### src/sv/ksit_pkg.sv
// Shared types and constants for the keyed sequence id table.
// Used by ksit_mem, ksit_ctrl and keyed_sequence_id_table_unit; no dependencies.
package ksit_pkg;

  localparam int unsigned KEY_W       = 64;
  localparam int unsigned SEQ_W       = 16;
  localparam int unsigned OP_W        = 2;
  localparam int unsigned ENTRIES_DEF = 64;

  // Request codes; code 3 is unused and yields a failed result
  typedef enum logic [OP_W-1:0] {
    OP_GENERATE = 2'd0,
    OP_QUERY    = 2'd1,
    OP_DELETE   = 2'd2
  } op_e;

  // Controller states
  typedef enum logic [1:0] {
    ST_CLEAR = 2'd0,
    ST_IDLE  = 2'd1,
    ST_SCAN  = 2'd2,
    ST_WRITE = 2'd3
  } state_e;

  // One table entry as stored in the memory
  typedef struct packed {
    logic             valid;
    logic [KEY_W-1:0] key;
    logic [SEQ_W-1:0] cnt;
  } entry_t;

  // One result transaction
  typedef struct packed {
    logic             ok;
    logic [SEQ_W-1:0] seq;
  } result_t;

endpackage

### src/sv/ksit_ctrl.sv
// Sequencer for the table: clearing pass, linear scan, read-modify-write.
// Depends on ksit_pkg; drives the ports of ksit_mem.
module ksit_ctrl #(
  parameter int unsigned ENTRIES = ksit_pkg::ENTRIES_DEF,
  parameter int unsigned AW      = $clog2(ENTRIES)
) (
  input  logic                       clk_i,
  input  logic                       rst_ni,
  // request side
  input  logic                       in_valid_i,
  output logic                       in_ready_o,
  input  logic [ksit_pkg::OP_W-1:0]  op_i,
  input  logic [ksit_pkg::KEY_W-1:0] key_id_i,
  // result side
  input  logic                       out_free_i,
  output logic                       push_o,
  output ksit_pkg::result_t          res_o,
  // memory
  output logic                       wr_en_o,
  output logic [AW-1:0]              wr_addr_o,
  output ksit_pkg::entry_t           wr_data_o,
  output logic                       rd_en_o,
  output logic [AW-1:0]              rd_addr_o,
  input  ksit_pkg::entry_t           rd_data_i
);

  localparam logic [AW-1:0] LAST = AW'(ENTRIES - 1);

  ksit_pkg::state_e state_q, state_d;

  logic [AW-1:0]              addr_q;
  logic [ksit_pkg::OP_W-1:0]  op_q;
  logic [ksit_pkg::KEY_W-1:0] key_q;
  logic                       found_q;
  logic [AW-1:0]              hit_idx_q;
  logic [ksit_pkg::SEQ_W-1:0] cnt_q;
  logic                       free_q;
  logic [AW-1:0]              free_idx_q;

  logic accept;
  logic at_last;
  logic rd_hit;
  logic rd_free;

  assign accept  = in_valid_i && in_ready_o;
  assign at_last = (addr_q == LAST);
  assign rd_hit  = rd_data_i.valid && (rd_data_i.key == key_q);
  assign rd_free = !rd_data_i.valid;

  // Next state
  always_comb begin
    state_d = state_q;
    unique case (state_q)
      ksit_pkg::ST_CLEAR: if (at_last) state_d = ksit_pkg::ST_IDLE;
      ksit_pkg::ST_IDLE:  if (accept) state_d = ksit_pkg::ST_SCAN;
      ksit_pkg::ST_SCAN:  if (at_last) state_d = ksit_pkg::ST_WRITE;
      ksit_pkg::ST_WRITE: if (out_free_i) state_d = ksit_pkg::ST_IDLE;
      default:            state_d = ksit_pkg::ST_CLEAR;
    endcase
  end

  // Outputs: memory accesses and the result
  always_comb begin
    in_ready_o = 1'b0;
    push_o     = 1'b0;
    res_o      = '0;
    wr_en_o    = 1'b0;
    wr_addr_o  = addr_q;
    wr_data_o  = '0;
    rd_en_o    = 1'b0;
    rd_addr_o  = '0;
    unique case (state_q)
      ksit_pkg::ST_CLEAR: begin
        wr_en_o = 1'b1;
      end
      ksit_pkg::ST_IDLE: begin
        in_ready_o = 1'b1;
        rd_en_o    = accept;
      end
      ksit_pkg::ST_SCAN: begin
        // prefetch the next entry while the current one is compared
        rd_en_o   = !at_last;
        rd_addr_o = addr_q + AW'(1);
      end
      ksit_pkg::ST_WRITE: begin
        push_o = out_free_i;
        case (op_q)
          ksit_pkg::OP_GENERATE: begin
            if (found_q) begin
              res_o.ok      = 1'b1;
              res_o.seq     = cnt_q;
              wr_en_o       = out_free_i;
              wr_addr_o     = hit_idx_q;
              wr_data_o     = '{valid: 1'b1, key: key_q,
                                cnt: cnt_q + ksit_pkg::SEQ_W'(1)};
            end else if (free_q) begin
              res_o.ok      = 1'b1;
              wr_en_o       = out_free_i;
              wr_addr_o     = free_idx_q;
              wr_data_o     = '{valid: 1'b1, key: key_q, cnt: ksit_pkg::SEQ_W'(1)};
            end
          end
          ksit_pkg::OP_QUERY: begin
            if (found_q) begin
              res_o.ok  = 1'b1;
              res_o.seq = cnt_q;
            end
          end
          ksit_pkg::OP_DELETE: begin
            if (found_q) begin
              res_o.ok  = 1'b1;
              wr_en_o   = out_free_i;
              wr_addr_o = hit_idx_q;
            end
          end
          default: ;
        endcase
      end
      default: ;
    endcase
  end

  // State and scan address
  always_ff @(posedge clk_i or negedge rst_ni) begin
    if (!rst_ni) begin
      state_q <= ksit_pkg::ST_CLEAR;
      addr_q  <= '0;
    end else begin
      state_q <= state_d;
      case (state_q)
        ksit_pkg::ST_CLEAR,
        ksit_pkg::ST_SCAN: addr_q <= at_last ? '0 : addr_q + AW'(1);
        default:           addr_q <= '0;
      endcase
    end
  end

  // Latch the request and track the first match and first free entry
  always_ff @(posedge clk_i or negedge rst_ni) begin
    if (!rst_ni) begin
      found_q <= 1'b0;
      free_q  <= 1'b0;
    end else if (accept) begin
      found_q <= 1'b0;
      free_q  <= 1'b0;
    end else if (state_q == ksit_pkg::ST_SCAN) begin
      if (rd_hit) found_q <= 1'b1;
      if (rd_free) free_q <= 1'b1;
    end
  end

  always_ff @(posedge clk_i) begin
    if (accept) begin
      op_q  <= op_i;
      key_q <= key_id_i;
    end
    if (state_q == ksit_pkg::ST_SCAN) begin
      if (rd_hit && !found_q) begin
        hit_idx_q <= addr_q;
        cnt_q     <= rd_data_i.cnt;
      end
      if (rd_free && !free_q) begin
        free_idx_q <= addr_q;
      end
    end
  end

endmodule

### config.mk
export PLATFORM = sky130hd
export DESIGN_NAME = ksit_ctrl
export DESIGN_NICKNAME = d
export VERILOG_FILES = /design/src/sv/ksit_pkg.sv /design/src/sv/ksit_ctrl.sv
export SDC_FILE = /design/constraint.sdc
export NUM_CORES = 1
export LEC_CHECK = 0
export BUFFER_PORTS_ARGS = -buffer_cell sky130_fd_sc_hd__buf_2
export CAP_MARGIN = 5
export CORE_ASPECT_RATIO = 0.5
export CORE_MARGIN = 1.5
export CORE_UTILIZATION = 42
export DETAILED_ROUTE_END_ITERATION = 16
export HOLD_SLACK_MARGIN = 0.02
export PLACE_DENSITY = 0.77
export SLEW_MARGIN = 20
export SYNTH_ARGS = -nofsm -noshare
export SYNTH_HDL_FRONTEND = slang
export SYNTH_SLANG_ARGS = --single-unit
### constraint.sdc
create_clock -name clk_i -period 3 [get_ports clk_i]
set_input_delay 0.3 -clock clk_i [delete_from_list [all_inputs] [get_ports clk_i]]
set_output_delay 0.3 -clock clk_i [all_outputs]
set_load 0.05 [all_outputs]
After elaboration in Yosys (flattened, before gate mapping)
Index checks and enable logic that the tools add are counted.
Storage, ports and cells
  register bits: 104
  input port bits: 151
  output and inout port bits: 114
  word-level logic and storage cells: 80
Cells by class
  $add $sub $neg: 2
  eq/ne operators: 12
  muxes and demuxes: 39
  reduce and logical (&&, ||, !) cells: 18
Operators with widths (count)
  two-way mux 81 bit: 4
  == test 64 bit: 1
  two-way mux 6 bit: 7
  two-way mux 17 bit: 2
  case mux 16 bit (2 select lines): 1
  adder 16 x 1 -> 16 bit, second input constant: 1
  two-way mux 16 bit: 1
  two-way mux 1 bit: 14
  case mux 6 bit (2 select lines): 1
  two-way mux 2 bit: 4
  inequality test 2 bit, second input constant: 4
  case mux 2 bit (4 select lines): 1
  AND reduction 2 bit: 4
  adder 6 x 1 -> 6 bit, second input constant: 1
  == test 2 bit, second input constant: 3
  == test 6 bit, second input constant: 1
  case mux 1 bit (2 select lines): 3
  == test 2 x 1 -> 1 bit, second input constant: 2
  logical AND 1 bit: 4
  zero test 1 bit: 4
  zero test 2 bit: 2
  AND reduction 4 bit: 1
  nonzero test 2 bit: 2
  case mux 1 bit (3 select lines): 1
  other kinds (2): 2

Logic depth before layout (Yosys ltp)
Gate-level depths: netlist (run 1).
  depth after elaboration: 5
  depth in mapped cells: 8
  mapped depth without buffers: 7

Worst setup path after synthesis (run 1)
No wires, ideal clock.
  path kind: reg2out
  from: reg state_q[1]
  to: out rd_en_o
  arrival: 3267 ps
  data required time: 2700 ps
  setup slack: -567 ps
  cell stages (with the launch flop): 7
  buffers on the path: 0
  cell sequence: dfrtp_1 > inv_1 > ha_1 > nand2_1 > inv_1 > a21oi_1 > nor2b_1
Between the ends
  word-level cells in the longest chain between the ends: 4
  elaborated cells on any way between the ends: 5
  those cells by class: eq/ne: 2; mux: 2; reduce/logical: 1
Ends and longest elaborated chain
  start: declaration: RTL line ksit_ctrl.sv:29  | ksit_pkg::state_e state_q, state_d;
  start signal: assignment: RTL line ksit_ctrl.sv:126  | state_q <= ksit_pkg::ST_CLEAR;
  start signal: assignment: RTL line ksit_ctrl.sv:129  | state_q <= state_d;
  == test 2 x 1 -> 1 bit: RTL line ksit_ctrl.sv:72  | unique case (state_q)
  two-way mux 1 bit: RTL line ksit_ctrl.sv:72
  via in_ready_o: RTL line ksit_ctrl.sv:11  | output logic in_ready_o,
  logical AND 1 bit: RTL line ksit_ctrl.sv:45  | assign accept = in_valid_i && in_ready_o;
  via accept: RTL line ksit_ctrl.sv:40  | logic accept;
  case mux 1 bit (2 select lines): RTL line ksit_ctrl.sv:72
  end: declaration: RTL line ksit_ctrl.sv:22  | output logic rd_en_o,
The timed path passes the listed nets, and every way through them passes these cells.

==> results of run 1 <==
-- power by group --
group	switching [mW]	internal, mW
clock network	0.548	0.667
logic	0.887	0.471
registers	0.164	1.85
-- cell usage in the layout, fill, tap and decap left out, types with 2 or more instances in the layout --
| cell type | synthesis | layout |
|---|---|---|
| or3_1 | 2 | 2 |
| nor2b_1 | 65 | 65 |
| nor2_1 | 43 | 42 |
| buf_4 | 0 | 8 |
| nand4_1 | 22 | 22 |
| ha_1 | 7 | 7 |
| a21oi_1 | 15 | 15 |
| nand2_1 | 14 | 14 |
| buf_2 | 1 | 264 |
| and3_1 | 4 | 4 |
| xor2_1 | 10 | 10 |
| o21ai_0 | 7 | 7 |
| o2111ai_1 | 3 | 3 |
| inv_8 | 0 | 2 |
| nor4_1 | 8 | 8 |
| dfrtp_1 | 10 | 10 |
| edfxtp_1 | 94 | 94 |
| o22ai_1 | 7 | 7 |
| clkinv_4 | 0 | 3 |
| clkbuf_16 | 0 | 9 |
| or4_1 | 2 | 2 |
| a21o_1 | 4 | 4 |
| nor3_1 | 6 | 5 |
| xnor2_1 | 58 | 58 |
| nand3_1 | 10 | 10 |
| a31oi_1 | 2 | 2 |
| inv_1 | 22 | 21 |
| nand2b_1 | 19 | 19 |
| and2_1 | 18 | 18 |
-- worst max-delay path, cell delays in order (launching register included) --
cell and delay [ps]:
dfrtp_1 410, ha_1 240, inv_1 130, or4_1 450, and2_4 360, nor2b_1 240, buf_2 290
-- kinds of logic after synthesis --
family	synth area share, %
buffers and inverters	3.35
DFF	56.7
muxes	0.393
adders and majority gates	1.62
AOI/OAI and AO/OA	4.80
and+or+nand+nor	22.1
xor gates and xnor gates	11.0
-- state kept, by name (all words and copies together) (netlist names) --
| name | count |
|---|---|
| free_q | 1 |
| cnt_q | 16 |
| state_q | 2 |
| op_q | 2 |
| addr_q | 6 |
| found_q | 1 |
| free_idx_q | 6 |
| key_q | 64 |
| hit_idx_q | 6 |
-- stage by stage --
stage	area [µm²]	worst slack [ps]	std cells	util [%]
floorplan	5430	8.63	477	-
global placement	6930	611	904	54.9
detailed placement	6930	588	904	54.9
CTS	7250	191	921	57.4
global route	7250	65.6	921	57.4
finish	7250	197	921	57.4
-- final timing paths --
| kind | endpoint | slack (ps) | start | cells after the start |
|---|---|---|---|---|
| max | wr_data_o[22] | 200 | state_q[1] | 6 |
| min | key_q[32] | 130 | key_id_i[32] | 1 |
| max reg2reg | cnt_q[0] | 640 | key_q[22] | 6 |
| min reg2reg | addr_q[0] | 580 | addr_q[0] | 1 |
| max in group asynchronous | found_q | 2440 | rst_ni | 2 |
| min in group asynchronous | addr_q[2] | 360 | rst_ni | 2 |
-- per-layer routing --
metal  GRT usage, %  up-vias  wire [µm]  share of wire (%)
met5              0        -          0                  0
met4           6.20        0        233                1.6
met3           5.29       20        726                4.9
met2           38.1      131       7740                 52
met1           25.8     2196       6160                 41
li1               -     2205          -                  -
-- layout make-up --
type / count / share of cell area, %
Sequential cell: 104 / 42.4
Multi-Input combinational cell: 335 / 30.0
Clock inverter: 7 / 1.21
Clock buffer: 9 / 3.11
Tap cell: 170 / 2.93
Inverter: 23 / 1.24
Timing Repair Buffer: 273 / 19.2
-- what timing repair did --
action | CTS | global route
endpoints found under the hold margin | 10 | 0
gates resized for setup | 0 | 1
endpoints found under the setup margin | 0 | 1
hold buffers | 1 | 0
buffers inserted | 0 | 0
==> results.md, run 1 <==
- Area share of the largest cell type after synthesis: 52.1%
- Clock root cell: clkbuf_16
- ANT nets after route: 0
- # clock sinks: 104
- Placeable Area: 0.0126 mm²
- Cell variety after synth: 37
- Area Growth Syn to Fin: 33.8%
- Least-Margin Pin Slew: 857 ps
- Skew final: 7.55 ps
- Vert. Die Dim: 83.3 µm
- EDFF count, synth: 94
- Via density: 4.94
- Syn_nets: 635
- Initial core utilization: 42.9%
- Synth Cell Area: 0.00542 mm²
- Cell with the most instances after synthesis: edfxtp_1
- Final wirelength: 14900 µm
- Layout cells sized above 1: 39.4%
- CP Max Fanout: 66
- Total number of vias: 4552
- FF/Latch Area: 0.00307 mm²
- Fillers: 1137
- Final critical-path required period: 2800 ps
- Diode count: 0
- Residual DRC: 0
- Tcrit/Tclk final: 93.4%
- Outcome: finished, final reports clean
- Vias in the first global route: 4554
- Most frequent cells after synthesis: 94 x edfxtp_1, 65 x nor2b_1, 58 x xnor2_1, 43 x nor2_1
- Pins Over Slew Limit: 0
- CTS buffer count: 9
- H-tree depth: 3
- DP HPWL: 11700 µm
- Row cnt: 29
- Die outline width: 164 µm
- Post-synthesis sequential area ratio: 56.7%
- Max Freq: 357 MHz
- Hold Slack: 129 ps
- Multi-input gate area: 0.00217 mm²
- First-pass GRT wire length: 22500 µm
- Pwr/cell area: 633 mW/mm²
- Syn Area/Cell: 11.4 µm²
- TritonCTS clock tree: done
- RD Place Congestion: 0.907
- Nets: 904
- Final hold vios: 0
- Largest net degree at the start of global routing: 67
- Worst path arrival time: 2500 ps
- Iteration-0 DRC Markers: 215
- CP Launch Type: flop
- Synth area leader: edfxtp_1
- Hold Path Class: input port to flop
- Worst skew pair latency: 340 ps
- DR pass1 iterations: 5
- Syn Inst Count: 477
- CTS Buffer Depth: 2
- Crit Path Class: flop to primary output
- Synth Flop Type: edfxtp_1
- DR WL/cell: 16.1 µm
- Top post-synthesis cells by area: edfxtp_1 52%, xnor2_1 9.4%, nor2b_1 7.5%, dfrtp_1 4.6%, nor2_1 3.0%
- Maxcap violations: 0
- Leakage power: 3.22 nW
- Flops & latches, synth: 104
- Gr usage total: 21.5%
- Antenna violations before repair: 0
- Die ar.: 0.0136 mm²
- Grt total ovfl: 0
- Clock transition at the registers of the reported paths: 80 ps
- Io pins: 265
- Worst rel slew slack: 42.8%
- Ys Warns: 0
- Peak VDD IR: 321 µV
- I/O Buffers: 264
- RSZ-0062 raised after global routing: false
- Final setup violation count: 0
- Power Total: 4.59 mW
- Crit. End Element: primary output
- Worst EP required: 2700 ps
- Synth async-reset ratio: 9.62%
- Post-route setup TNS: 0 ps
No activity file was read; power rests on OpenSTA's default activity.
==> run 2: changes to the inputs <==
==> constraint.sdc (replaced) <==
create_clock -name clk_i -period 3 [get_ports clk_i]
set_input_delay 0.3 -clock clk_i [delete_from_list [all_inputs] [get_ports clk_i]]
set_output_delay 0.3 -clock clk_i [all_outputs]
set_load 0.02 [all_outputs]
==> run 2 against run 1 <==
  * Via count is 0.55% lower
  * Register-to-register slack better by 180 ps
  * Largest power group unchanged
  * Power is 7.3% lower
  * Utilization is 0.23 points lower
  * Critical path depth stayed put
  * Clock skew is 1.0 ps lower
  * Routed wire length is 0.64% lower
  * Critical path type unchanged
  * Sequential power hardly changed
  * Setup slack better by 5.3 ps
==> results.md, run 2 (synthesis gave the netlist of run 1 again) <==
- Outcome: finished, final reports clean (unchanged)
- ANT nets after route: 0 (unchanged)
- Worst rel slew slack: 53.8% (was 42.8%)
- Top reg by flops: key_q (unchanged)
- Antenna violations before repair: 0 (unchanged)
- Largest net degree at the start of global routing: 67 (unchanged)
- Final critical-path required period: 2800 ps (about the same)
- Leakage power: 3.21 nW (was 3.22 nW)
- Vias in the first global route: 4566 (was 4554)
- Vert. Die Dim: 83.3 µm (unchanged)
- Clock root cell: clkbuf_16 (unchanged)
- Die ar.: 0.0136 mm² (unchanged)
- Largest register FFs: 64 (unchanged)
- # clock sinks: 104 (unchanged)
- Final setup violation count: 0 (unchanged)
- Gr usage total: 21.5% (about the same)
- Max Freq: 358 MHz (was 357 MHz)
- Final hold vios: 0 (unchanged)
- Core Util, Final: 57.2% (was 57.4%)
- CP Max Fanout: 66 (unchanged)
- Multi-input gate area: 0.00217 mm² (about the same)
- Nets: 905 (was 904)
- DP HPWL: 11600 µm (was 11700 µm)
- Residual DRC: 0 (unchanged)
- Least-Margin Pin Slew: 693 ps (was 857 ps)
- Io pins: 265 (unchanged)
- DR pass1 iterations: 4 (was 5)
- Grt total ovfl: 0 (unchanged)
- FF/Latch Area: 0.00307 mm² (about the same)
- Top Registers: key_q: 64 flops, cnt_q: 16 flops (unchanged)
- Initial core utilization: 42.9% (unchanged)
- Pins Over Slew Limit: 0 (unchanged)
- Crit. End Element: primary output (unchanged)
- Via density: 4.91 (was 4.94)
- Clock transition at the registers of the reported paths: 70 ps (was 80 ps)
- I/O Buffers: 264 (unchanged)
- RSZ-0062 raised after global routing: false (unchanged)
- Crit Path Class: flop to primary output (unchanged)
- Layout cells sized above 1: 39.5% (was 39.4%)
- Post-route setup TNS: 0 ps (unchanged)
- Skew final: 6.53 ps (was 7.55 ps)
- Fillers: 1118 (was 1137)
- Iteration-0 DRC Markers: 218 (was 215)
- Worst EP required: 2700 ps (about the same)
- Diode count: 0 (unchanged)
- CP Launch Type: flop (unchanged)
- First-pass GRT wire length: 22600 µm (was 22500 µm)
- Peak VDD IR: 266 µV (was 321 µV)
- Worst skew pair latency: 340 ps (about the same)
- Placeable Area: 0.0126 mm² (unchanged)
- H-tree depth: 3 (unchanged)
- Area Growth Syn to Fin: 33.3% (was 33.8%)
- DR WL/cell: 16.0 µm (was 16.1 µm)
- Pwr/cell area: 589 mW/mm² (was 633 mW/mm²)
- Total number of vias: 4527 (was 4552)
- Row cnt: 29 (unchanged)
- Worst path arrival time: 2500 ps (about the same)
- RD Place Congestion: 0.896 (was 0.907)
- Tcrit/Tclk final: 93.2% (was 93.4%)
- Final wirelength: 14800 µm (was 14900 µm)
- Die outline width: 164 µm (unchanged)
- TritonCTS clock tree: done (unchanged)
- Most frequent cells in the layout: 264 x buf_2, 94 x edfxtp_1, 65 x nor2b_1, 58 x xnor2_1, 43 x nor2_1 (was 264 x buf_2, 94 x edfxtp_1, 65 x nor2b_1, 58 x xnor2_1, 42 x nor2_1)
- CTS buffer count: 9 (unchanged)
- Hold Path Class: input port to flop (unchanged)
- Commonest non-fill, non-tap cell in the layout: buf_2 (unchanged)
- CTS Buffer Depth: 2 (unchanged)
- Maxcap violations: 0 (unchanged)
run 2: cell types whose count changed in the layout (fill, tap and decap cells not counted), sizes merged:
cell / before / now
clkinv: 3 / 4
buf: 272 / 273
bufinv: 1 / 0
run 2: what timing repair did:
action,4_1_cts,5_1_grt
setup endpoints to repair,0,2
hold buffers,1,0
buffers inserted,0,0
gates resized for setup,0,1
hold endpoints to repair,10,0
run 2: where the power goes:
group          total [mW]  switching [mW]  internal, mW
clock network        1.12           0.544         0.572
registers            2.01           0.161          1.85
logic                1.12           0.649         0.474
total                4.25            1.35          2.90
run 2: stage by stage:
stage | total power [mW] | std cells | hold WS, ps | area, µm² | setup slack [ps]
after floorplan | 2.76 | 477 | 4.41 | 5420 | 42.6
after global placement | 3.14 | 905 | 180 | 6930 | 535
after detailed placement | 3.17 | 905 | 181 | 6930 | 492
after CTS | 4.29 | 922 | 116 | 7220 | 89.2
after global routing | 4.47 | 922 | 104 | 7220 | 21.7
final | 4.25 | 922 | 129 | 7220 | 203
run 2: path summary, 6_finish.rpt:
| path | cells past startpoint | to | startpoint | slack (ps) |
|---|---|---|---|---|
| max in group asynchronous | 2 | found_q | rst_ni | 2440 |
| worst max register to register | 6 | cnt_q[12] | key_q[13] | 820 |
| worst min-delay path | 1 | key_q[5] | key_id_i[5] | 130 |
| worst max-delay path | 6 | wr_data_o[73] | state_q[0] | 200 |
| min in group asynchronous | 2 | addr_q[0] | rst_ni | 350 |
| worst min register to register | 2 | free_q | free_q | 560 |
run 2: cell type report:
type / instances / area share [%]
clock inverter: 7 / 0.779
multi-input combinational: 335 / 30.0
clock buffer: 9 / 3.12
sequential: 104 / 42.6
timing repair buffer: 274 / 19.4
inverter: 23 / 1.20
tap: 170 / 2.94
run 2: critical path, cell delays in order (launching register included):
cell and delay (ps):
dfrtp_1 420, ha_1 240, inv_1 160, or4_1 470, and2_4 380, nor2b_1 260, buf_2 210
run 2: routing by layer:
layer	wire (µm)	track usage [%]	up-vias	part of all wire, %
met5	0	0	-	0
met4	241	5.70	0	1.6
met3	731	5.19	22	4.9
met2	7720	37.9	127	52
met1	6080	26.3	2175	41
li1	-	-	2203	-
==> run 3: changes to the inputs <==
--- a/config.mk
+++ b/config.mk
@@ -8,12 +8,11 @@
 export BUFFER_PORTS_ARGS = -buffer_cell sky130_fd_sc_hd__buf_2
 export CAP_MARGIN = 5
 export CORE_ASPECT_RATIO = 0.5
-export CORE_MARGIN = 1.5
 export CORE_UTILIZATION = 42
 export DETAILED_ROUTE_END_ITERATION = 16
 export HOLD_SLACK_MARGIN = 0.02
 export PLACE_DENSITY = 0.77
-export SLEW_MARGIN = 20
+export SLEW_MARGIN = 0
 export SYNTH_ARGS = -nofsm -noshare
 export SYNTH_HDL_FRONTEND = slang
 export SYNTH_SLANG_ARGS = --single-unit
==> run 3 against run 2 <==
  * Sequential share of layout area down 0.32 points
  * Via count up 0.77%
  * Sequential power is essentially flat
  * Clock skew up 3.2 ps
==> results.md, run 3 (synthesis gave the netlist of run 1 again) <==
- Met2 Use GR: 37.6% (was 37.9%)
- Tcrit/Tclk final: 91.9% (was 93.2%)
- Most frequent cells in the layout: 264 x buf_2, 94 x edfxtp_1, 65 x nor2b_1, 58 x xnor2_1, 42 x nor2_1 (was 264 x buf_2, 94 x edfxtp_1, 65 x nor2b_1, 58 x xnor2_1, 43 x nor2_1)
- Iteration-0 DRC Markers: 199 (was 218)
- Diode count: 0 (unchanged)
- Combinational Power Share: 25.8% (was 26.4%)
- # clock sinks: 104 (unchanged)
- Commonest non-fill, non-tap cell in the layout: buf_2 (unchanged)
- Power Total: 4.42 mW (was 4.25 mW)
- Crit path max-delay family: simple AND/OR/NAND/NOR gates (unchanged)
- Top Registers: key_q: 64 flops, cnt_q: 16 flops (unchanged)
- Multi-input gate area: 0.00217 mm² (about the same)
- DP HPWL: 11800 µm (was 11600 µm)
- Die outline width: 163 µm (was 164 µm)
- TritonCTS clock tree: done (unchanged)
- Met1 usage: 27.0% (was 26.3%)
- Largest net degree at the start of global routing: 67 (unchanged)
- Max Freq: 363 MHz (was 358 MHz)
- Final wirelength: 14800 µm (about the same)
- Worst rel slew slack: 52.1% (was 53.8%)
- Sequential fraction of design power: 45.5% (was 47.3%)
- Fillers: 1055 (was 1118)
- I/O Buffers: 264 (unchanged)
- Pwr/cell area: 608 mW/mm² (was 589 mW/mm²)
- CP peak stage delay: 440 ps (was 470 ps)
- Grt total ovfl: 0 (unchanged)
- DR pass1 iterations: 4 (unchanged)
- Layout cells sized above 1: 39.5% (unchanged)
- Final critical-path required period: 2760 ps (was 2800 ps)
- Antenna violations before repair: 0 (unchanged)
- Net Sw Power: 1.35 mW (about the same)
- Maxcap violations: 0 (unchanged)
- First-pass GRT wire length: 21800 µm (was 22600 µm)
- Total number of vias: 4562 (was 4527)
- Pins Over Slew Limit: 0 (unchanged)
- Hold Path Class: input port to flop (unchanged)
- Via density: 4.97 (was 4.91)
- Io pins: 265 (unchanged)
- CP Launch Type: flop (unchanged)
- Clock transition at the registers of the reported paths: 80 ps (was 70 ps)
- GR Layer Usage met3: 5.34% (was 5.19%)
- Final setup violation count: 0 (unchanged)
- Die ar.: 0.0134 mm² (was 0.0136 mm²)
- CTS Buffer Depth: 2 (unchanged)
- Nets: 905 (unchanged)
- CP Max Fanout: 66 (unchanged)
- Worst skew pair latency: 340 ps (about the same)
- Row cnt: 28 (was 29)
- Crit. End Element: primary output (unchanged)
- RSZ-0062 raised after global routing: false (unchanged)
- Initial core utilization: 44.4% (was 42.9%)
- Leakage power: 3.24 nW (was 3.21 nW)
- Switch share: 30.4% (was 31.8%)
- Clock root cell: clkbuf_16 (unchanged)
- Crit-path cells: ha_1 > inv_1 > or4_1 > and2_4 > nor2b_1 > buf_2 (unchanged)
- ANT nets after route: 0 (unchanged)
- H-tree depth: 3 (unchanged)
- Outcome: finished, final reports clean (unchanged)
- Crit Path Class: flop to primary output (unchanged)
- RD Place Congestion: 0.915 (was 0.896)
- Vias in the first global route: 4308 (was 4566)
- Area Growth Syn to Fin: 34.2% (was 33.3%)
- Gr usage total: 21.7% (was 21.5%)
- FF/Latch Area: 0.00307 mm² (about the same)
- Internal: 3.08 mW (was 2.90 mW)
- Residual DRC: 0 (unchanged)
- Sum of buffers and inverters on the critical path: 2 (unchanged)
- Crit path max-delay cell type: or4_1 (unchanged)
- Final hold vios: 0 (unchanged)
- CTS buffer count: 9 (unchanged)
- Clock network power share: 28.7% (was 26.3%)
- Most used routing layer: met2 (unchanged)
- Worst EP required: 2700 ps (about the same)
- Least-Margin Pin Slew: 719 ps (was 693 ps)
- # Post-CTS Setup Buffers: 0 (unchanged)
- Placeable Area: 0.0122 mm² (was 0.0126 mm²)
- Peak VDD IR: 303 µV (was 266 µV)
- Top reg by flops: key_q (unchanged)
- DR WL/cell: 16.1 µm (was 16.0 µm)
- Worst path arrival time: 2460 ps (was 2500 ps)
- Largest register FFs: 64 (unchanged)
- Skew final: 9.70 ps (was 6.53 ps)
- Post-route setup TNS: 0 ps (unchanged)
- Vert. Die Dim: 82.3 µm (was 83.3 µm)
==> run 3: final cells by class <==
cell class,count,share of cell area [%]
Clock buffer,9,3.10
Inverter,23,1.19
Tap cell,165,2.84
Multi-Input combinational cell,335,29.9
Sequential cell,104,42.2
Clock inverter,7,1.38
Timing Repair Buffer,274,19.4
==> run 3: path summary, 6_finish.rpt <==
check	cells past startpoint	to	from	slack, ps
worst max-delay path	6	wr_data_o[23]	state_q[0]	240
worst min-delay path	1	key_q[52]	key_id_i[52]	130
worst max register to register	6	hit_idx_q[5]	key_q[12]	540
worst min register to register	2	free_q	free_q	570
max in group asynchronous	2	state_q[1]	rst_ni	2420
min in group asynchronous	2	found_q	rst_ni	370
==> run 3: through the flow <==
step	instance area, µm²	setup WS [ps]	utilization, %	cells	hold slack [ps]
final	7270	244	59.7	917	127
after detailed placement	6940	525	56.9	900	183
after floorplan	5420	42.6	-	477	4.41
after CTS	7270	156	59.6	917	116
after global placement	6940	552	56.9	900	173
after global routing	7270	12.1	59.7	917	107
==> run 3: repair_timing <==
item                                    4_1_cts  5_1_grt
endpoints found under the hold margin        10        0
endpoints found under the setup margin        0        2
hold buffers                                  1        0
gates resized for setup                       0        1
==> run 3: power groups by stage <==
stage	Clock [mW]	Combinational [mW]	Sequential (mW)
2_1_floorplan	0	0.766	1.99
4_1_cts	1.30	1.15	2.01
3_5_place_dp	0	1.14	2.04
5_1_grt	1.34	1.26	2.04
3_3_place_gp	0	1.11	2.04
6_report	1.27	1.14	2.01
==> run 3: metal layers <==
layer,vias up,wire length [µm]
met5,-,0
met4,0,285
met3,23,781
met2,149,7560
met1,2191,6160
li1,2199,-
